<file path="config.mk">
export PLATFORM = sky130hd
export DESIGN_NAME = urdi_merge
export DESIGN_NICKNAME = d
export VERILOG_FILES = /design/src/urdi_pkg.sv /design/src/urdi_merge.sv
export SDC_FILE = /design/constraint.sdc
export NUM_CORES = 1
export LEC_CHECK = 0
export BUFFER_PORTS_ARGS = -buffer_cell sky130_fd_sc_hd__buf_4
export CORE_AREA = 4 4 41 43
export DETAILED_ROUTE_END_ITERATION = 10
export DIE_AREA = 0 0 45 47
export PLACE_DENSITY_LB_ADDON = 0.08
export SYNTH_ARGS = -nofsm -noshare
export SYNTH_HDL_FRONTEND = slang
export SYNTH_SLANG_ARGS = --single-unit
</file>
<file path="constraint.sdc">
create_clock -name vclk -period 0.8
set_input_delay 0.12 -clock vclk [all_inputs]
set_output_delay 0.12 -clock vclk [all_outputs]
set_load 0.01 [all_outputs]
</file>
<file path="src/urdi_pkg.sv">
// ----------------------------------------------------------------------------
// urdi_pkg
// Shared sizes, types and codes of the row deduplication index.
// ----------------------------------------------------------------------------
`default_nettype none

package urdi_pkg;

  localparam int TABLE_ROWS  = 64;
  localparam int KEY_COLUMNS = 4;
  localparam int KEY_BITS    = 32;
  localparam int IN_KEYS     = 4;   // key columns carried by one beat
  localparam int FIELD_W     = 32;  // width of one key column port
  localparam int LANES       = 8;   // compare lanes, power of two

  localparam int LANE_W = (LANES > 1) ? $clog2(LANES) : 1;
  localparam int GROUPS = (TABLE_ROWS + LANES - 1) / LANES;
  localparam int GRP_W  = (GROUPS > 1) ? $clog2(GROUPS) : 1;
  localparam int CNT_W  = $clog2(TABLE_ROWS + 1);
  localparam int ROW_W  = GRP_W + LANE_W;
  localparam int CMP_W  = ((ROW_W > CNT_W) ? ROW_W : CNT_W) + 1;
  localparam int MAX_ACT = (KEY_COLUMNS < IN_KEYS) ? KEY_COLUMNS : IN_KEYS;

  localparam int IDX_W  = 7;
  localparam int COLS_W = 3;
  localparam int APB_AW = 3;
  localparam int APB_DW = 32;

  localparam logic [COLS_W-1:0] COLS_RESET = COLS_W'(4);

  // Register index, taken from paddr[2]
  localparam logic REG_COLS = 1'b0;

  typedef logic [KEY_COLUMNS-1:0][KEY_BITS-1:0] key_row_t;
  typedef logic [KEY_COLUMNS-1:0]               col_mask_t;

  typedef struct packed {
    logic              hit;
    logic [LANE_W-1:0] lane;
  } merge_t;

  typedef enum logic [2:0] {
    S_IDLE,
    S_READ,
    S_CMP,
    S_APPEND,
    S_OUT
  } state_e;

endpackage

`default_nettype wire

</file>
<file path="src/urdi_merge.sv">
// ----------------------------------------------------------------------------
// urdi_merge
// Merges lane hits: lowest-numbered matching lane wins (earliest row).
// ----------------------------------------------------------------------------
`default_nettype none

module urdi_merge
  import urdi_pkg::*;
(
  input  wire logic [LANES-1:0] hits_i,
  output      merge_t           merge_o
);

  always_comb begin
    merge_o = '0;
    for (int l = LANES - 1; l >= 0; l--) begin
      if (hits_i[l]) begin
        merge_o.hit  = 1'b1;
        merge_o.lane = LANE_W'(l);
      end
    end
  end

endmodule

`default_nettype wire

</file>
* Word level (Yosys, flattened, before mapping) *
Index checks and enable logic that the tools add are counted.

word-level totals
  output and inout bits = 4
  register bits after elaboration = 0
  logic and storage cells = 8
  bits of input ports = 8

operators by class
  muxes and demuxes = 8

operators with widths
  cell               number
  two-way mux 4 bit  8

* Longest topological paths before layout *
  depth after elaboration = 8
  mapped depth = 3

* Least setup slack after synthesis *
OpenSTA, ideal clock, no wires.

  kind = input to output
  from = input port hits_i[0]
  to = output port merge_o[0] in the netlist's numbering
  arrival = 0.658 ns
  required time = 0.680 ns
  path slack = 0.022 ns
  stages = 1
  path buffers = 0
  cell sequence = o41ai_1

on the way
  longest elaborated chain between the ends = 1

ends and longest elaborated chain
  what                RTL line          text
  start: declaration  urdi_merge.sv:10  input wire logic [LANES-1:0] hits_i,
  two-way mux 4 bit   urdi_merge.sv:17  if (hits_i[l]) begin
  end: declaration    urdi_merge.sv:11  output merge_t merge_o

No other way between the ends.

==> impl_metrics.ini <==
[sta]
hold_violations = 0
layout_setup_ws_ps = -150
worst_slew_pin_slew_ps = 222
finalSetupViolations = 4
fin_crit_ps = 950
fmax_mhz = 1050
slew_viol_final = 0
slew_headroom = 0.851
period_share = 1.19
tns_ps = -434
rsz0062_at_grt = true

[status]
violations = negative setup slack
outcome = finished with violations

[global_routing]
grt_pass1_wl_um = 662
grt.total_usage = 0.0393
antenna_found_initial = 0
grt_max_degree = 5
overflow = 0
grt_pass1_vias = 173

[drt]
vias_per_cell = 3.65
routed_wl_um = 436
wl_per_cell_um = 10.1
drc = 0
firstDrtPassIters = 1
first_iter_violations = 0
vias = 157
postRouteAntennaNets = 0

[critical_path]
path_depth = 4
worstSetupEndpointType = output port
worstPathMaxFanout = 2
crit_chain = buf_8, nor4_4, and3b_1, buf_6
crit_required_ps = 680
critPathKind = input pin to output port
crit_family = simple AND/OR/NAND/NOR gates
cp-start-kind = input pin
arrival_ps = 830
path_buf_inv = 2
crit_path_top_delay_cell = nor4_4
slowest_delay_ps = 270
cp-startpoint = hits_i[7]

[hold_path]
hp-class = input pin to output port
holdPathEnd = merge_o[0]
min_from = hits_i[2]
hold_depth = 3

[final_layout]
area_delta_synth_final_pct = 261
final_net_count = 38
seq_area_sq_um = 0
filler_cell_count = 155
drive_above_1_share = 0.857
diodes = 0
nFlopsAndLatches = 0
final_cell_area_sq_um = 298
clock_buffers = 0
final_core_util = 0.229

[pwr]
p_sw_w = 0.0000616
comb_power_share = 1.000
p_seq_frac = 0
leakage_nw = 0.122
power_density_nw_per_um2 = 480
p_int_w = 0.0000813
ir_worst_vdd_mv = 0.0745
clockPowerShare = 0
swShare = 0.431

[die]
die_w_um = 45
die_h_um = 47
rows = 13
die_area_sq_um = 2120
core-area_sq_um = 1300
pin_count = 12
start_util = 0.0635

[placement]
port_buffers = 12
gp_congestion = 0.610
hpwl_um = 345
placedInstanceArea_sq_um = 199

[run]
cap_violations = 0

[synthesis]
mappedNetlistNets = 22
netlist_area_sq_um = 82.6
synthCells = 14
syn_avg_cell_area_sq_um = 5.90
synth-warning-count = 0
synth_cell_types = 10
ys_seq_area_frac = 0
power groups by stage:
stage                     combinational (W)  sequential [W]  clock [W]
final                              0.000143               0          0
after global routing               0.000152               0          0
after CTS                          0.000108               0          0
after detailed placement          0.0000875               0          0
after global placement            0.0000858               0          0
after floorplan                   0.0000256               0          0
worst min-delay path: stages:
cell	delay (ps)
buf_6	80
o41ai_2	60
buf_4	130
cell families (layout without fill, tap and decap cells):
| family | count (synthesis) | after routing | share of synthesized area |
|---|---|---|---|
| and+or+nand+nor | 8 | 8 | 0.576 |
| AOI/OAI and AO/OA | 5 | 5 | 0.379 |
| buffers and inverters | 1 | 15 | 0.0454 |
cells in the final DEF, fill, tap and decap left out, drive strengths merged:
master / netlist / routed
inv: 1 / 1
buf: 0 / 14
nor2b: 1 / 1
nand3: 1 / 1
o21ai: 1 / 1
a21boi: 1 / 1
and3b: 1 / 1
nor2: 4 / 4
o41ai: 1 / 1
nor4: 1 / 1
a21oi: 2 / 2
layout make-up:
cell class,count,area (sq um),area share
Timing Repair Buffer,14,135,0.454
Multi-Input combinational cell,13,138,0.462
Tap cell,15,18.8,0.0630
Inverter,1,6.26,0.0210
Yosys cell counts, drive strengths merged:
cell,number,share of area
nor2,4,0.18
a21oi,2,0.12
a21boi,1,0.091
and3b,1,0.11
inv,1,0.045
nand3,1,0.061
nor2b,1,0.076
nor4,1,0.15
o21ai,1,0.061
o41ai,1,0.11
metrics by stage:
stage               instances  total power (W)  worst slack (ps)  hold slack, ps
finish                     43         0.000143              -150             514
global route               43         0.000152              -206             525
CTS                        42         0.000108              -166             528
detailed placement         42        0.0000875              -212             532
global placement           42        0.0000858              -227             536
floorplan                  14        0.0000256              22.3             330
worst max path at each step:
stage	end
final	merge_o[2]
after floorplan	merge_o[0]
after detailed placement	merge_o[2]
after global placement	merge_o[2]
after CTS	merge_o[2]
after global routing	merge_o[2]
metal layers:
| metal | track usage | vias up | part of all wire |
|---|---|---|---|
| li1 | - | 80 | - |
| met5 | 0 | - | 0 |
| met1 | 0.0404 | 74 | 0.31 |
| met3 | 0.00383 | 0 | 0.046 |
| met2 | 0.0876 | 3 | 0.64 |
| met4 | 0 | 0 | 0 |
what timing repair did:
action                     CTS  global route
pin swaps                    1             4
setup buffers                0             1
hold buffers                 0             0
setup endpoints to repair    4             4
gates resized for setup     11            13
Power figures use the tool's default switching activity.
