--- src/urdi_ram.sv ---
// ----------------------------------------------------------------------------
// urdi_ram
// Generic single-write, single-read RAM with registered read data.
// ----------------------------------------------------------------------------
`default_nettype none

module urdi_ram #(
  parameter int WIDTH = 32,
  parameter int DEPTH = 8
) (
  input  wire logic                                    clk_i,
  input  wire logic                                    we_i,
  input  wire logic [((DEPTH > 1) ? $clog2(DEPTH) : 1)-1:0] waddr_i,
  input  wire logic [WIDTH-1:0]                        wdata_i,
  input  wire logic                                    re_i,
  input  wire logic [((DEPTH > 1) ? $clog2(DEPTH) : 1)-1:0] raddr_i,
  output      logic [WIDTH-1:0]                        rdata_o
);

  logic [WIDTH-1:0] mem_q [DEPTH];

  always_ff @(posedge clk_i) begin
    if (we_i) begin
      mem_q[waddr_i] <= wdata_i;
    end
    if (re_i) begin
      rdata_o <= mem_q[raddr_i];
    end
  end

endmodule

`default_nettype wire

--- config.mk ---
export PLATFORM = sky130hd
export DESIGN_NAME = urdi_ram
export DESIGN_NICKNAME = d
export VERILOG_FILES = /design/src/urdi_ram.sv
export SDC_FILE = /design/constraint.sdc
export NUM_CORES = 1
export LEC_CHECK = 0
export BUFFER_PORTS_ARGS = -buffer_cell sky130_fd_sc_hd__buf_2
export CAP_MARGIN = 30
export CORE_MARGIN = 10
export CORE_UTILIZATION = 54
export DETAILED_ROUTE_END_ITERATION = 6
export HOLD_SLACK_MARGIN = 0.15
export PLACE_DENSITY_LB_ADDON = 0.2
export SETUP_SLACK_MARGIN = 0.4
export SLEW_MARGIN = 0
export SYNTH_ARGS = -nofsm -noshare
export SYNTH_HDL_FRONTEND = slang
export SYNTH_SLANG_ARGS = --single-unit
--- constraint.sdc ---
create_clock -name clk_i -period 2.65 [get_ports clk_i]
set_input_delay 0 -clock clk_i [delete_from_list [all_inputs] [get_ports clk_i]]
set_output_delay 0 -clock clk_i [all_outputs]
set_load 0.02 [all_outputs]
Word-level counts from Yosys, hierarchy flattened --
Memories as Yosys holds them, arrays and structs flattened. A register that Yosys moved wholly into a read port is not among the register bits. Cells that the tools add are included.
Operators by class: multiplexer cells 2
Operator list (count):
- $mux 1 | 2
Word-level totals: word-level logic and storage cells 3, memory bits (writable) 256, memories kept 1, register bits after elaboration 0, output and inout bits 32
Memories:
- mem_q | depth 8, bits a word 32, read ports 1, clocked after Yosys merged registers in 1, write ports 1, line 20 | logic [WIDTH-1:0] mem_q [DEPTH];

Longest topological paths before layout --
Gate-level depths: netlist of the first run.
word-level depth 2, mapped depth 4, depth with buffers taken out 2

Worst setup path before layout of the first run --
No wires, ideal clock.
path type input port to flip-flop, start point in waddr_i[2] (netlist name), end point mem mem_q[0][0], enable pin, setup slack -197 ps, data required time 2189 ps, library setup time 461 ps, stages 2, arrival time 2386 ps, buffers on the path 0, path through nand2b_1 -> nor3_1
RTL lines:
- start, declared | line 13 | input wire logic [((DEPTH > 1) ? $clog2(DEPTH) : 1)-1:0] waddr_i,
- end, declared | line 20
Straight into the memory's write port.

Worst setup path after layout of the first run --
start point in waddr_i[0] (netlist name), end point mem mem_q[4][15], enable pin
Straight into the memory's write port.

==> results.cfg, run 1 <==
[status]
status = completed

[logic_synthesis]
synthCells = 415
synth_common_cells = edfxtp_1, mux4_1, mux2_2
yosys.area.top_type = edfxtp_1
yosys_warnings = 0
synth_fp_nets = 456
syn_area_um2 = 10800
synth-seq-cells = 288
yosys_most_used_dff = edfxtp_1
ys_seq_area_share_pct = 80.2
async_reset_ff_share_pct = 0
synth-edff-count = 288
synth_top_area_share_pct = 80.2
avgSynthCellArea_um2 = 26.0
synth.most_common_cell = edfxtp_1
yosysUniqueCellTypes = 12
synth_area_leaders = edfxtp_1, mux4_1, mux4_2, mux2_2, buf_6

[clock_network]
clockBufferDepth = 3
clk_pin_slew_ns = 0.06
cts_tree = done
numClockSinks = 288
htreeDepth = 1
postCtsSetupRepairBufs = 0
cts_root_buffer = clkbuf_16
clock_latency_ns = 0.54
cts_buffers = 28

[timing]
fin_crit_sh_pct = 74.4
fin_crit_ns = 1.97
setup_violations = 0
fin_setup_tns_ns = 0
fmax_mhz = 507
slew_headroom_pct = 55.4
rsz0062_at_grt = false
hold_viol_final = 0
finalMaxSlewViolations = 0
worstMarginPinSlew_ns = 0.667
skew_ns = 0.0105

[die]
die_area_um2 = 26000
die_x_um = 161
rows = 51
ios = 73
core_area_um2 = 19500
fp.dieH_um = 161
start_util_pct = 55.2

[cells_and_area]
postLayoutCellArea_um2 = 12900
instances_no_fill = 839
syn2layout_area_growth_pct = 19.4
num-fill-cells = 1280
regArea_um2 = 8650
multi_input_area_um2 = 2080
nNetsFinal = 595
drive_gt1_share_pct = 32.6

[place]
dp_hpwl_mm = 11.4
postPlaceCellArea_um2 = 11700
port_buffers = 72
dp_cells = 752
gp_congestion = 0.706

[route]
remaining_drc_errors = 0
viasPerCell = 5.61
first_pass_iters = 5
wl_per_cell_um = 23.4
initialDrtViolationCount = 371
ant_nets = 0
wl_mm = 19.6
vias = 4710

[global_routing]
grt_pass1_wl_mm = 30.6
grt_pass1_vias = 5107
grtUsageTotal_pct = 15.3
grt_start_max_net_pins = 65
grt_overflow = 0
antenna_found_initial = 1

[setup_path]
endpoint_kind = register
crit_arrival_ns = 2.19
setup.worst_path.start_class = input port
crit_slowest_cell = dlygate4sd3_1
cp_common_cell = dlygate4sd3_1
cpPeakStageDelay_ns = 0.96
reg2reg_depth = 2
crit_type = in2reg
cp.required_ns = 2.87
path_cells = dlygate4sd3_1 -> buf_2 -> nor3_4 -> dlygate4sd3_1 -> buf_12
crit_fanout = 24

[pwr]
pwr_density_cell_nw_per_um2 = 732
power_leakage_nw = 4.35
ir_drop_mv = 0.588

[hold_path]
hold_path.class = in2reg
worstHoldPathCells = 3

[job]
cap_violations = 0
## power breakdown
part           switching [W]  internal (W)  total, W
combinational       0.000300      0.000271  0.000570
sequential         0.0000411       0.00521   0.00525
clock                0.00153       0.00208   0.00361
total                0.00187       0.00756   0.00943
## final timing paths
path	slack, ns	to	start
setup / recovery	0.68	mem_q[4][15]$_DFFE_PP_	waddr_i[0]
hold reg to reg	0.75	rdata_o[29]$_DFFE_PP_	mem_q[5][29]$_DFFE_PP_
hold / removal	0.24	mem_q[5][1]$_DFFE_PP_	waddr_i[2]
setup reg to reg	1.23	rdata_o[23]$_DFFE_PP_	mem_q[1][23]$_DFFE_PP_
## per-stage QoR
stage               hold slack, ns  setup slack (ns)  utilization (%)  power [W]
floorplan                   0.0989             0.660                -    0.00564
global placement             0.255             0.892             59.5    0.00585
detailed placement           0.274             0.862             59.8    0.00588
CTS                          0.234             0.683             65.9    0.00952
global route                 0.257             0.605             65.9    0.00976
finish                       0.243             0.678             65.9    0.00943
## state kept, by name, indices dropped and copies added, names as in the netlist
signal   flops
mem_q      256
rdata_o     32
## per-layer routing
metal  GRT usage, %  up-vias  part of all wire, %
li1               -     2096                    -
met1           20.6     2464                   44
met2           25.4      123                   50
met3           2.72       27                  4.5
met4           4.26        0                  1.9
met5              0        -                    0
## cell usage in the layout (no fill, tap or decap), drive strengths merged
cell         instances
edfxtp             288
buf                 90
mux4                64
dlygate4sd3         37
clkbuf              37
mux2                32
clkinv              11
nor2                 6
nand2b               3
nand2                2
nor3                 2
diode                1
bufinv               1
## logic make-up after synthesis
family	count (synthesis)	share of synthesized area (%)
buf+inv	18	1.18
simple gates	13	0.545
flops	288	80.2
mux	96	18.1
## area by class of cell
class                      instances  share of cell area [%]
tap                              265                    2.58
multi-input combinational        109                    16.1
sequential                       288                    67.2
clock buffer                      37                    5.87
timing repair buffer             127                    7.64
clock inverter                    12                   0.583
antenna                            1                  0.0194
## repair_timing
item,4_1_cts,5_1_grt
resized for setup,0,0
hold buffers,37,0
hold endpoints to repair,333,0
endpoints found under the setup margin,0,0
## worst max-delay path, delay by kind of cell
kind | cells | cell delay (ns)
AND/OR/NAND/NOR | 1 | 0.21
buffers and inverters | 4 | 1.95
(Power assumes the default switching activity.)
==> inputs of run 2 (changes only) <==
- CORE_UTILIZATION: 54 -> 60
- clock period: 2.65 -> 1.9 ns (I/O delays scaled with it)
==> run 2 against run 1 <==
Clock skew decreased by 0.0028 ns. Routed wire length decreased by 2.2%. First-iteration DRC count decreased by 1.6%. Highest routed layer unchanged.
==> results.cfg, run 2 (synthesized netlist as in run 1, its figures left out) <==
[timing]
worstMarginPinSlew_ns = 0.582
setup_violations = 0
setup_slack_ns = 0.480
rsz0062_at_grt = false
skew_ns = 0.00774
slew_headroom_pct = 61.2
hold_viol_final = 0
fin_crit_ns = 1.42
fin_crit_sh_pct = 74.7
fmax_mhz = 704
finalMaxSlewViolations = 0
fin_setup_tns_ns = 0

[clock_network]
clk_pin_slew_ns = 0.06
cts_tree = done
clock_latency_ns = 0.53
clockBufferDepth = 3
cts_buffers = 28
postCtsSetupRepairBufs = 0
cts_root_buffer = clkbuf_16
numClockSinks = 288
htreeDepth = 1

[global_routing]
grt_start_max_net_pins = 65
grt_pass1_wl_mm = 29.8
grt_pass1_vias = 5223
grtUsageTotal_pct = 16.1
antenna_found_initial = 0
grt_overflow = 0

[die]
fp.dieH_um = 154
core_area_um2 = 17500
die_x_um = 154
rows = 48
ios = 73
die_area_um2 = 23700
start_util_pct = 61.7

[place]
dp_hpwl_mm = 10.8
dp_cells = 716
port_buffers = 72
pre_cts_ws_ns = 0.266
gp_congestion = 0.748

[setup_path]
crit_arrival_ns = 1.70
crit_type = reg2reg
endpoint_kind = register
reg2reg_slack_ns = 0.48
cp.required_ns = 2.18
crit_fanout = 1
setup.worst_path.start_class = register

[cells_and_area]
largest_register_ffs = 256
nNetsFinal = 600
num-fill-cells = 953
drive_gt1_share_pct = 33.2
antennaDiodeCount = 0
mostFrequentLayoutCells = edfxtp_1, buf_2, mux4_1
largestRegisters = mem_q x256, rdata_o x32
top_register = mem_q
layout_commonest_cell = edfxtp_1
syn2layout_area_growth_pct = 19.1
instances_no_fill = 800

[route]
wl_per_cell_um = 24.0
first_pass_iters = 4
wl_mm = 19.2
ant_nets = 0
viasPerCell = 5.86
remaining_drc_errors = 0
vias = 4687
initialDrtViolationCount = 365

[pwr]
power_w = 0.0131
pwr_density_cell_nw_per_um2 = 1020
ir_drop_mv = 0.852
power_leakage_nw = 4.38

[hold_path]
hold_path.class = in2reg

[status]
status = completed

[job]
cap_violations = 0
## run 2: cell count changes in the layout (fill, tap and decap cells not counted), sizes merged
| cell | previous run | this run |
|---|---|---|
| buf | 90 | 94 |
| clkbuf | 37 | 35 |
| clkinv | 11 | 9 |
| diode | 1 | 0 |
| dlymetal6s4s | 0 | 1 |
| inv | 0 | 1 |
## run 2: per-layer routing
metal / vias to the layer above / GRT usage, % / routed length (µm)
met5: - / 0 / 0
met4: 0 / 3.37 / 200
met3: 18 / 3.26 / 1390
met2: 158 / 27.0 / 9710
met1: 2403 / 21.6 / 7900
li1: 2108 / - / -
## run 2: area by class of cell
class / count / area [µm²] / area share [%]
Clock buffer: 35 / 748 / 5.82
Clock inverter: 11 / 75.1 / 0.584
Multi-Input combinational cell: 109 / 2080 / 16.2
Sequential cell: 288 / 8650 / 67.3
Tap cell: 225 / 282 / 2.19
Timing Repair Buffer: 132 / 1020 / 7.93
## run 2: where the power goes
| group | internal (W) | switching (W) |
|---|---|---|
| registers | 0.00726 | 0.0000583 |
| clock network | 0.00289 | 0.00209 |
| logic | 0.000380 | 0.000415 |
| total | 0.0105 | 0.00257 |
## run 2: metrics by stage
step / hold WS, ns / utilization (%) / area (µm²)
after global routing: 0.183 / 73.5 / 12800
after floorplan: 0.0989 / - / 10800
after global placement: 0.251 / 66.6 / 11600
final: 0.173 / 73.5 / 12800
after CTS: 0.104 / 73.4 / 12800
after detailed placement: 0.269 / 66.6 / 11600
## run 2: critical path, cell delays in order, from the launching register on
cell and delay (ns):
edfxtp_1 0.40, mux4_2 0.49, mux2_2 0.28
## run 2: worst paths after layout
kind / start / endpoint / cells after the start
worst max-delay path: mem_q[6][29]$_DFFE_PP_ / rdata_o[29]$_DFFE_PP_ / 2
worst min-delay path: waddr_i[0] / mem_q[7][26]$_DFFE_PP_ / 4
worst max register to register: mem_q[6][29]$_DFFE_PP_ / rdata_o[29]$_DFFE_PP_ / 2
worst min register to register: mem_q[7][9]$_DFFE_PP_ / rdata_o[9]$_DFFE_PP_ / 2
## run 2: repair_timing
action / 4_1_cts / 5_1_grt
hold buffers: 37 / 1
setup endpoints to repair: 0 / 12
gates resized for setup: 0 / 3
endpoints found under the hold margin: 343 / 20
