File: src/urdi_pkg.sv
// ----------------------------------------------------------------------------
// urdi_pkg
// Shared sizes, types and codes of the row deduplication index.
// ----------------------------------------------------------------------------
`default_nettype none

package urdi_pkg;

  localparam int TABLE_ROWS  = 64;
  localparam int KEY_COLUMNS = 4;
  localparam int KEY_BITS    = 32;
  localparam int IN_KEYS     = 4;   // key columns carried by one beat
  localparam int FIELD_W     = 32;  // width of one key column port
  localparam int LANES       = 8;   // compare lanes, power of two

  localparam int LANE_W = (LANES > 1) ? $clog2(LANES) : 1;
  localparam int GROUPS = (TABLE_ROWS + LANES - 1) / LANES;
  localparam int GRP_W  = (GROUPS > 1) ? $clog2(GROUPS) : 1;
  localparam int CNT_W  = $clog2(TABLE_ROWS + 1);
  localparam int ROW_W  = GRP_W + LANE_W;
  localparam int CMP_W  = ((ROW_W > CNT_W) ? ROW_W : CNT_W) + 1;
  localparam int MAX_ACT = (KEY_COLUMNS < IN_KEYS) ? KEY_COLUMNS : IN_KEYS;

  localparam int IDX_W  = 7;
  localparam int COLS_W = 3;
  localparam int APB_AW = 3;
  localparam int APB_DW = 32;

  localparam logic [COLS_W-1:0] COLS_RESET = COLS_W'(4);

  // Register index, taken from paddr[2]
  localparam logic REG_COLS = 1'b0;

  typedef logic [KEY_COLUMNS-1:0][KEY_BITS-1:0] key_row_t;
  typedef logic [KEY_COLUMNS-1:0]               col_mask_t;

  typedef struct packed {
    logic              hit;
    logic [LANE_W-1:0] lane;
  } merge_t;

  typedef enum logic [2:0] {
    S_IDLE,
    S_READ,
    S_CMP,
    S_APPEND,
    S_OUT
  } state_e;

endpackage

`default_nettype wire

File: src/urdi_lane.sv
// ----------------------------------------------------------------------------
// urdi_lane
// One compare lane: matches a stored row against the key on active columns.
// ----------------------------------------------------------------------------
`default_nettype none

module urdi_lane
  import urdi_pkg::*;
(
  input  wire key_row_t  row_i,
  input  wire key_row_t  key_i,
  input  wire col_mask_t col_en_i,
  input  wire logic      live_i,   // row lies below the fill count
  output      logic      hit_o
);

  col_mask_t col_ok;

  always_comb begin
    for (int j = 0; j < KEY_COLUMNS; j++) begin
      col_ok[j] = !col_en_i[j] || (row_i[j] == key_i[j]);
    end
  end

  assign hit_o = live_i && (&col_ok);

endmodule

`default_nettype wire

File: config.mk
export PLATFORM = sky130hd
export DESIGN_NAME = urdi_lane
export DESIGN_NICKNAME = d
export VERILOG_FILES = /design/src/urdi_pkg.sv /design/src/urdi_lane.sv
export SDC_FILE = /design/constraint.sdc
export NUM_CORES = 1
export LEC_CHECK = 0
export ABC_AREA = 1
export BUFFER_PORTS_ARGS = -buffer_cell sky130_fd_sc_hd__buf_2
export CAP_MARGIN = 30
export CORE_AREA = 2 2 102 104
export DETAILED_ROUTE_END_ITERATION = 8
export DIE_AREA = 0 0 104 106
export PLACE_DENSITY_LB_ADDON = 0.1
export SYNTH_ARGS = -nofsm -noshare
export SYNTH_HDL_FRONTEND = slang
export SYNTH_SLANG_ARGS = --single-unit
File: constraint.sdc
create_clock -name vclk -period 2.5
set_clock_uncertainty 0.2 [all_clocks]
set_input_delay 0.625 -clock vclk [all_inputs]
set_output_delay 0.625 -clock vclk [all_outputs]
set_load 0.005 [all_outputs]
**Word-level counts from Yosys, hierarchy flattened**

Index checks and enable logic that the tools add are counted.

- Reduce and logical (&&, ||, !) cells: 10
- Eq/ne operators: 4

Operator list:

| operator | number |
|---|---|
| == test 32 bit | 4 |
| logical NOT 1 bit | 4 |
| logical OR 1 bit | 4 |
| AND reduction 4 bit | 1 |
| logical AND 1 bit | 1 |

- Logic and storage cells: 14
- Output and inout bits: 1
- Input bits: 261
- Register bits: 0

**Logic depth before layout (Yosys ltp)**

Gate-level depths: netlist of run 1.

- Depth in word-level cells: 4
- Mapped depth: 11
- Depth with buffers taken out: 11

**Least setup slack after synthesis of run 1**

No wires, ideal clock.

- Path type: in2out
- From: input key_i[31] in the netlist's numbering
- To: output hit_o
- Arrival time: 1.294 ns
- Slack: 0.381 ns
- Stages: 9
- Cell sequence: xnor2_1 > nand2_1 > nor2_1 > nand2_1 > nor2_1 > nand2_1 > nand2_1 > nand2_1 > nor2_1

- Longest elaborated chain between the ends: 4

Ends and longest elaborated chain:

| what | RTL line | text |
|---|---|---|
| start, declared | urdi_lane.sv:11 | `input wire key_row_t key_i,` |
| == test 32 bit | urdi_lane.sv:21 | `col_ok[j] = !col_en_i[j] \|\| (row_i[j] == key_i[j]);` |
| logical OR 1 bit | urdi_lane.sv:21 |  |
| AND reduction 4 bit | urdi_lane.sv:25 | `assign hit_o = live_i && (&col_ok);` |
| logical AND 1 bit | urdi_lane.sv:25 |  |
| end, declared | urdi_lane.sv:14 | `output logic hit_o` |

No other way between the ends.

**Worst setup path after layout of run 1**

- From: input row_i[101] in the netlist's numbering
- To: output hit_o

- Longest elaborated chain between the ends: 4

Ends and longest elaborated chain:

| what | RTL line | text |
|---|---|---|
| start, declared | urdi_lane.sv:10 | `input wire key_row_t row_i,` |
| == test 32 bit | urdi_lane.sv:21 |  |
| logical OR 1 bit | urdi_lane.sv:21 |  |
| AND reduction 4 bit | urdi_lane.sv:25 |  |
| logical AND 1 bit | urdi_lane.sv:25 |  |

No other way between the ends.

==> results_dict.tcl, run 1 <==
set metrics [dict create \
    die_w_um 104 \
    maxCapViolCount 0 \
    firstDrtPassIters 4 \
    dp_hpwl_um 6970 \
    fin_crit_sh_pct 98.3 \
    max_freq_mhz 407 \
    outcome "finished, final reports clean" \
    nets 894 \
    syn_nets 630 \
    layout.cells.non_filler 767 \
    place_ws_ps -23.4 \
    crit_type "in2out" \
    io_pins 262 \
    yosysTopAreaCell "xnor2_1" \
    grt_max_degree 3 \
    core_area_um2 10000 \
    route.detailed.drc 0 \
    row_count 37 \
    finalSetupViolCount 0 \
    crit_top_cell "nand2_1" \
    peakVddDrop_v 0.0000652 \
    layout-drive-gt1-share_pct 45.2 \
    grt_usage_pct 12.0 \
    grt_overflow_total 0 \
    layout_commonest_cell "buf_2" \
    worst_slack_ps 41.4 \
    tightest_slew_ps 153 \
    design.seq.count 0 \
    placed_cells 767 \
    power_density_nw_per_um2 150 \
    cp_max_fo 1 \
    clock_buffers 0 \
    antenna_found_initial 1 \
    relSlewSlack_pct 89.7 \
    netlist_instances 369 \
    whs_path_depth 5 \
    seq_area_frac_synth_pct 0 \
    die-height_um 106 \
    finalWirelength_um 7360 \
    holdCritStartpoint "col_en_i[2]" \
    routabilityCongestion 0.788 \
    crit_chain "buf_6, xnor2_2, nand3_2, nor2_2, nand2_1, nor2_1, nand2_1, nand2_2, nand2_1, nor2_1, buf_2" \
    slowest_delay_ps 150 \
    p_leak_nw 2.06 \
    yosys.area.top_type_share_pct 44.8 \
    hold_path_end "hit_o" \
    rsz0062_at_grt "true" \
    area_delta_synth_final_pct 86.7 \
    ant_nets 0 \
    timing.setup.tns_ps 0 \
    diodes 0 \
    synth_cell_types 7 \
    final_cell_mix "buf_2, nand2_1, xnor2_1" \
    fin_crit_ps 2460 \
    grt_pass1_wl_um 11300 \
    hold_violations 0 \
    num-fill-cells 1171 \
    drt_iter0_drc 57 \
    min_path_type "in2out" \
    required_ps 1670 \
    dieArea_um2 11000 \
    netlist_top_cells_area "xnor2_1, nand2_1, inv_1" \
    regArea_um2 0 \
    grt_pass1_vias 2748 \
    routedWlPerCell_um 9.60 \
    end_kind "output pin" \
    drv_slew 0 \
    vias_per_cell 3.76 \
    synth_area_um2 1890 \
    cp_num_buf_inv 2 \
    arrival_ps 1630 \
    start_util_pct 18.9 \
    port_buffers 262 \
    crit_family "simple AND/OR/NAND/NOR gates" \
    yosysWarnings 0 \
    final_core_util_pct 35.4 \
    syn_area_per_cell_um2 5.13 \
    crit_path_start_kind "input port" \
    slowest_stage "xnor2_2" \
    vias 2887 \
]
[where the power goes]
| group | switching, W | leakage [nW] | internal [W] |
|---|---|---|---|
| Sequential | 0 | 0 | 0 |
| Clock | 0 | 0 | 0 |
| Combinational | 0.000213 | 2.06 | 0.000317 |
| Total | 0.000213 | 2.06 | 0.000317 |
[per-layer routing]
metal / up-vias / part of all wire [%] / GRT usage, %
met3: 6 / 9.9 / 3.00
met1: 1153 / 35 / 11.8
met4: 2 / 0.75 / 1.16
met5: - / 0.18 / 0
li1: 1585 / - / -
met2: 141 / 54 / 25.8
[synth_stat cells (all sizes together)]
cell / count
inv: 58
nand2: 161
nand3: 5
nand4: 3
nor2: 41
or2: 4
xnor2: 97
[cell type report]
class | count | area [um2] | share of cell area (%)
inverter | 58 | 218 | 6.15
multi-input combinational | 311 | 1780 | 50.4
tap | 136 | 170 | 4.81
timing repair buffer | 262 | 1370 | 38.7
[cell families after synthesis]
logic type / Yosys count / synth area share, %
and+or+nand+nor: 214 / 43.7
xor gates and xnor gates: 97 / 44.8
buffers and inverters: 58 / 11.5
[per-stage QoR]
| stage | area, um2 | hold slack [ps] | total power [W] |
|---|---|---|---|
| 6_report | 3540 | 1370 | 0.000530 |
| 5_1_grt | 3540 | 1400 | 0.000595 |
| 4_1_cts | 3470 | 1390 | 0.000524 |
| 3_5_place_dp | 3380 | 1390 | 0.000505 |
| 3_3_place_gp | 3380 | 1390 | 0.000496 |
| 2_1_floorplan | 1890 | 1150 | 0.000239 |
[timing repair]
| item | CTS | global route |
|---|---|---|
| setup buffers | 0 | 0 |
| pin swaps | 30 | 17 |
| endpoints found under the setup margin | 1 | 1 |
| gates resized for setup | 14 | 14 |
| hold buffers | 0 | 0 |
[worst max path at each step]
stage / start / to / slack, ps / depth (start not counted)
floorplan: key_i[31] / hit_o / 380 / 9
global placement: key_i[83] / hit_o / -20 / 11
detailed placement: key_i[119] / hit_o / -20 / 11
CTS: key_i[66] / hit_o / 1 / 11
global route: key_i[9] / hit_o / -120 / 11
finish: row_i[101] / hit_o / 40 / 11
Note: power is estimated with default switching activity, not from simulation.
==> run 2, diff against run 1 <==
--- a/config.mk
+++ b/config.mk
@@ -11,7 +11,7 @@
 export CORE_AREA = 2 2 102 104
 export DETAILED_ROUTE_END_ITERATION = 8
 export DIE_AREA = 0 0 104 106
-export PLACE_DENSITY_LB_ADDON = 0.1
+export PLACE_DENSITY = 0.54
 export SYNTH_ARGS = -nofsm -noshare
 export SYNTH_HDL_FRONTEND = slang
 export SYNTH_SLANG_ARGS = --single-unit
==> run 2 against run 1 <==
Effect of this change: worst setup slack worse by 30 ps; combinational power is 4.3% lower; die area stayed put; via count hardly changed; power is 4.3% lower; non-clock buffer count stayed put; core utilization is 1.3 points lower; final area is 3.5% lower; clock-buffer cell count stayed put; hold slack hardly changed; sequential cell count stayed put; final cell count stayed put; critical path type unchanged.
==> results_dict.tcl, run 2 (synthesis results as in run 1) <==
set metrics [dict create \
    outcome "finished, final reports clean" \
    design.seq.count 0 \
    regArea_um2 0 \
    wl_met1_um 2500 \
    area_delta_synth_final_pct 80.1 \
    dp_hpwl_um 6770 \
    rsz0062_at_grt "true" \
    wl_met3_um 698 \
    vias 2886 \
    hold_buffers 0 \
    route.detailed.drc 0 \
    total_power_w 0.000507 \
    grt_usage_pct 11.8 \
    cp_max_fo 1 \
    routedWlPerCell_um 9.20 \
    end_kind "output pin" \
    peakVddDrop_v 0.0000529 \
    dieArea_um2 11000 \
    nets 894 \
    finalSetupViolCount 0 \
    routabilityCongestion 0.770 \
    drv_slew 0 \
    grt_pass1_vias 2785 \
    post_cts_buffers 0 \
    die-height_um 106 \
    grt_overflow_total 0 \
    timing.setup.tns_ps 0 \
    p_leak_nw 1.99 \
    layout-drive-gt1-share_pct 43.4 \
    ant_nets 0 \
    vias_per_cell 3.76 \
    top_layer "met5" \
    port_buffers 262 \
    tightest_slew_ps 210 \
    critPathLaunch "key_i[122]" \
    grt_max_degree 3 \
    die_w_um 104 \
    row_count 37 \
    crit_type "in2out" \
    max_freq_mhz 402 \
    required_ps 1670 \
    crit_end "hit_o" \
    antenna_found_initial 1 \
    firstDrtPassIters 4 \
    diodes 0 \
    drt_iter0_drc 87 \
    io_pins 262 \
    start_util_pct 18.9 \
    clock_buffers 0 \
    relSlewSlack_pct 85.9 \
    wl_met2_um 3780 \
    core_area_um2 10000 \
    final_cell_mix "buf_2, nand2_1, xnor2_1" \
    final_core_util_pct 34.1 \
    power_density_nw_per_um2 149 \
    grt_pass1_wl_um 11100 \
    maxCapViolCount 0 \
    crit_path_start_kind "input port" \
    num-fill-cells 1167 \
    finalWirelength_um 7060 \
    layout_commonest_cell "buf_2" \
    arrival_ps 1660 \
    fin_crit_ps 2490 \
    fin_crit_sh_pct 99.5 \
    hold_violations 0 \
    min_path_type "in2out" \
]
run 2: cell counts in the layout (fill, tap and decap cells not counted):
Identical to the previous run, type by type.
run 2: through the flow:
stage                     instances  setup slack, ps  instance area, um2  hold WS, ps
after floorplan                 369              381                1890         1150
after global placement          767            -72.2                3380         1380
after detailed placement        767            -80.2                3380         1380
after CTS                       767            -20.5                3390         1380
after global routing            767             -168                3410         1390
final                           767             11.8                3410         1380
run 2: critical path: stages:
cell and delay (ps):
buf_2 100, xnor2_1 210, nand2_1 80, nor2_1 100
nand2_1 50, nor2_1 110, nand2_1 70, nand2_2 70
nand2_1 50, nor2_1 70, buf_2 120
run 2: area by class of cell:
type / instances / area, um2 / share of cell area, %
timing repair buffer: 262 / 1320 / 38.6
tap: 136 / 170 / 4.99
inverter: 58 / 218 / 6.38
multi-input combinational: 311 / 1710 / 50.0
run 2: worst min-delay path by stage:
stage,cells after the start,to,from,slack [ps]
floorplan,2,hit_o,live_i,1150
global placement,4,hit_o,live_i,1380
detailed placement,4,hit_o,live_i,1380
CTS,4,hit_o,live_i,1380
global route,4,hit_o,live_i,1390
finish,4,hit_o,live_i,1380
run 2: layer usage:
metal,GRT usage [%],vias up
met3,2.64,10
met1,12.1,1134
met5,0,-
li1,-,1585
met4,1.25,2
met2,24.7,155
run 2: repair_timing:
action	4_1_cts	5_1_grt
gates resized for setup	5	5
pin swaps	8	8
endpoints found under the setup margin	1	1
run 2: report_power, final:
| group | internal [W] | total (W) | switching, W |
|---|---|---|---|
| sequential | 0 | 0 | 0 |
| combinational | 0.000300 | 0.000507 | 0.000207 |
| clock | 0 | 0 | 0 |
==> run 3, diff against run 2 <==
--- a/config.mk
+++ b/config.mk
@@ -8,10 +8,12 @@
 export ABC_AREA = 1
 export BUFFER_PORTS_ARGS = -buffer_cell sky130_fd_sc_hd__buf_2
 export CAP_MARGIN = 30
-export CORE_AREA = 2 2 102 104
+export CORE_AREA = 2 2 103 105
 export DETAILED_ROUTE_END_ITERATION = 8
-export DIE_AREA = 0 0 104 106
-export PLACE_DENSITY = 0.54
+export DIE_AREA = 0 0 105 107
+export MAX_ROUTING_LAYER = met4
+export PLACE_DENSITY = 0.55
+export SLEW_MARGIN = 20
 export SYNTH_ARGS = -nofsm -noshare
 export SYNTH_HDL_FRONTEND = slang
 export SYNTH_SLANG_ARGS = --single-unit
==> constraint.sdc (replaced) <==
create_clock -name vclk -period 2.2
set_clock_uncertainty 0.2 [all_clocks]
set_input_delay 0.55 -clock vclk [all_inputs]
set_output_delay 0.55 -clock vclk [all_outputs]
set_load 0.005 [all_outputs]
==> run 3 against run 2 <==
Effect of this change: the run now ends with negative setup slack left; core utilization grew 1.9 points; first-iteration DRC count shrank 24%; non-clock buffer count is the same; clock-buffer cell count is the same.
==> results_dict.tcl, run 3 (synthesis results as in run 1) <==
set metrics [dict create \
    outcome "finished, violations left" \
    peakVddDrop_v 0.0000706 \
    grt_pass1_vias 2851 \
    hold_violations 0 \
    arrival_ps 1650 \
    row_count 37 \
    multiInputGateArea_um2 1890 \
    die_w_um 105 \
    crit_type "in2out" \
    p_leak_nw 2.11 \
    vias 2911 \
    routedWlPerCell_um 9.85 \
    dp_hpwl_um 6920 \
    port_buffers 262 \
    layout.cells.non_filler 768 \
    antenna_found_initial 1 \
    min_path_type "in2out" \
    crit_path_start_kind "input port" \
    final_cell_mix "buf_2, nand2_1, xnor2_1" \
    layout-drive-gt1-share_pct 48.3 \
    clock_buffers 0 \
    grt_max_degree 3 \
    grt_overflow_total 0 \
    vias_per_cell 3.79 \
    num-fill-cells 1111 \
    route.detailed.drc 0 \
    routabilityCongestion 0.745 \
    start_util_pct 18.8 \
    drt_iter0_drc 66 \
    dieArea_um2 11200 \
    end_kind "output pin" \
    post_cts_buffers 0 \
    die-height_um 107 \
    drv_slew 0 \
    required_ps 1450 \
    violations "negative setup slack" \
    area_delta_synth_final_pct 92.1 \
    grt_pass1_wl_um 11400 \
    timing.setup.tns_ps -202 \
    regArea_um2 0 \
    rsz0062_at_grt "true" \
    finalSetupViolCount 1 \
    placed_cells 768 \
    maxCapViolCount 0 \
    cp_max_fo 1 \
    nets 894 \
    fin_crit_sh_pct 109 \
    core_area_um2 10100 \
    tightest_slew_ps 167 \
    design.seq.count 0 \
    ant_nets 0 \
    layout_commonest_cell "buf_2" \
    max_freq_mhz 416 \
    relSlewSlack_pct 88.8 \
    fin_crit_ps 2400 \
    finalWirelength_um 7560 \
    grt_usage_pct 12.1 \
    firstDrtPassIters 4 \
    total_power_w 0.000623 \
    hold_buffers 0 \
    io_pins 262 \
    power_density_nw_per_um2 171 \
    worst_slack_ps -202 \
]
==> run 3: cell types whose count changed in the layout (fill, tap and decap cells not counted), sizes merged <==
| cell | change |
|---|---|
| diode | +1 |
==> run 3: per-stage QoR <==
step / worst slack [ps] / utilization (%) / cell area [um2] / hold WS [ps]
after floorplan: 231 / - / 1890 / 998
final: -202 / 36.1 / 3640 / 1240
after global placement: -440 / 33.5 / 3380 / 1290
after global routing: -345 / 36.1 / 3640 / 1260
after CTS: -333 / 33.7 / 3400 / 1280
after detailed placement: -461 / 33.5 / 3380 / 1280
==> run 3: final timing paths <==
path,cells past startpoint,start,end,slack [ps]
min,4,live_i,hit_o,1240
max,11,row_i[80],hit_o,-200
==> run 3: area by class of cell <==
class / instances / share of cell area, %
Multi-Input combinational cell: 311 / 51.9
Antenna cell: 1 / 0.0688
Timing Repair Buffer: 262 / 37.4
Inverter: 58 / 5.98
Tap cell: 136 / 4.68
==> run 3: critical path: stages <==
cell and delay (ps):
buf_2 120, xnor2_2 160, nand2_1 70, nor2_1 100
nand2_1 60, nor2_1 110, nand2_1 70, nand2_2 90
nand3_2 80, nor2_4 110, buf_6 110
==> run 3: metal layers <==
layer	GRT usage (%)	routed length, um	vias up
met5	-	0	-
met4	0	0	0
met3	1.95	680	0
met2	26.4	4320	149
met1	11.7	2560	1176
li1	-	-	1586
==> run 3: timing repair <==
| action | 4_1_cts | 5_1_grt |
|---|---|---|
| pin swaps | 7 | 44 |
| setup endpoints to repair | 1 | 1 |
| resized for setup | 6 | 44 |
==> run 3: power breakdown <==
| part | leakage, nW | total, W | internal, W | switching, W |
|---|---|---|---|---|
| clock | 0.00000634 | 0.0000000000608 | 0.0000000000608 | 0 |
| combinational | 2.11 | 0.000623 | 0.000371 | 0.000252 |
| sequential | 0 | 0 | 0 | 0 |
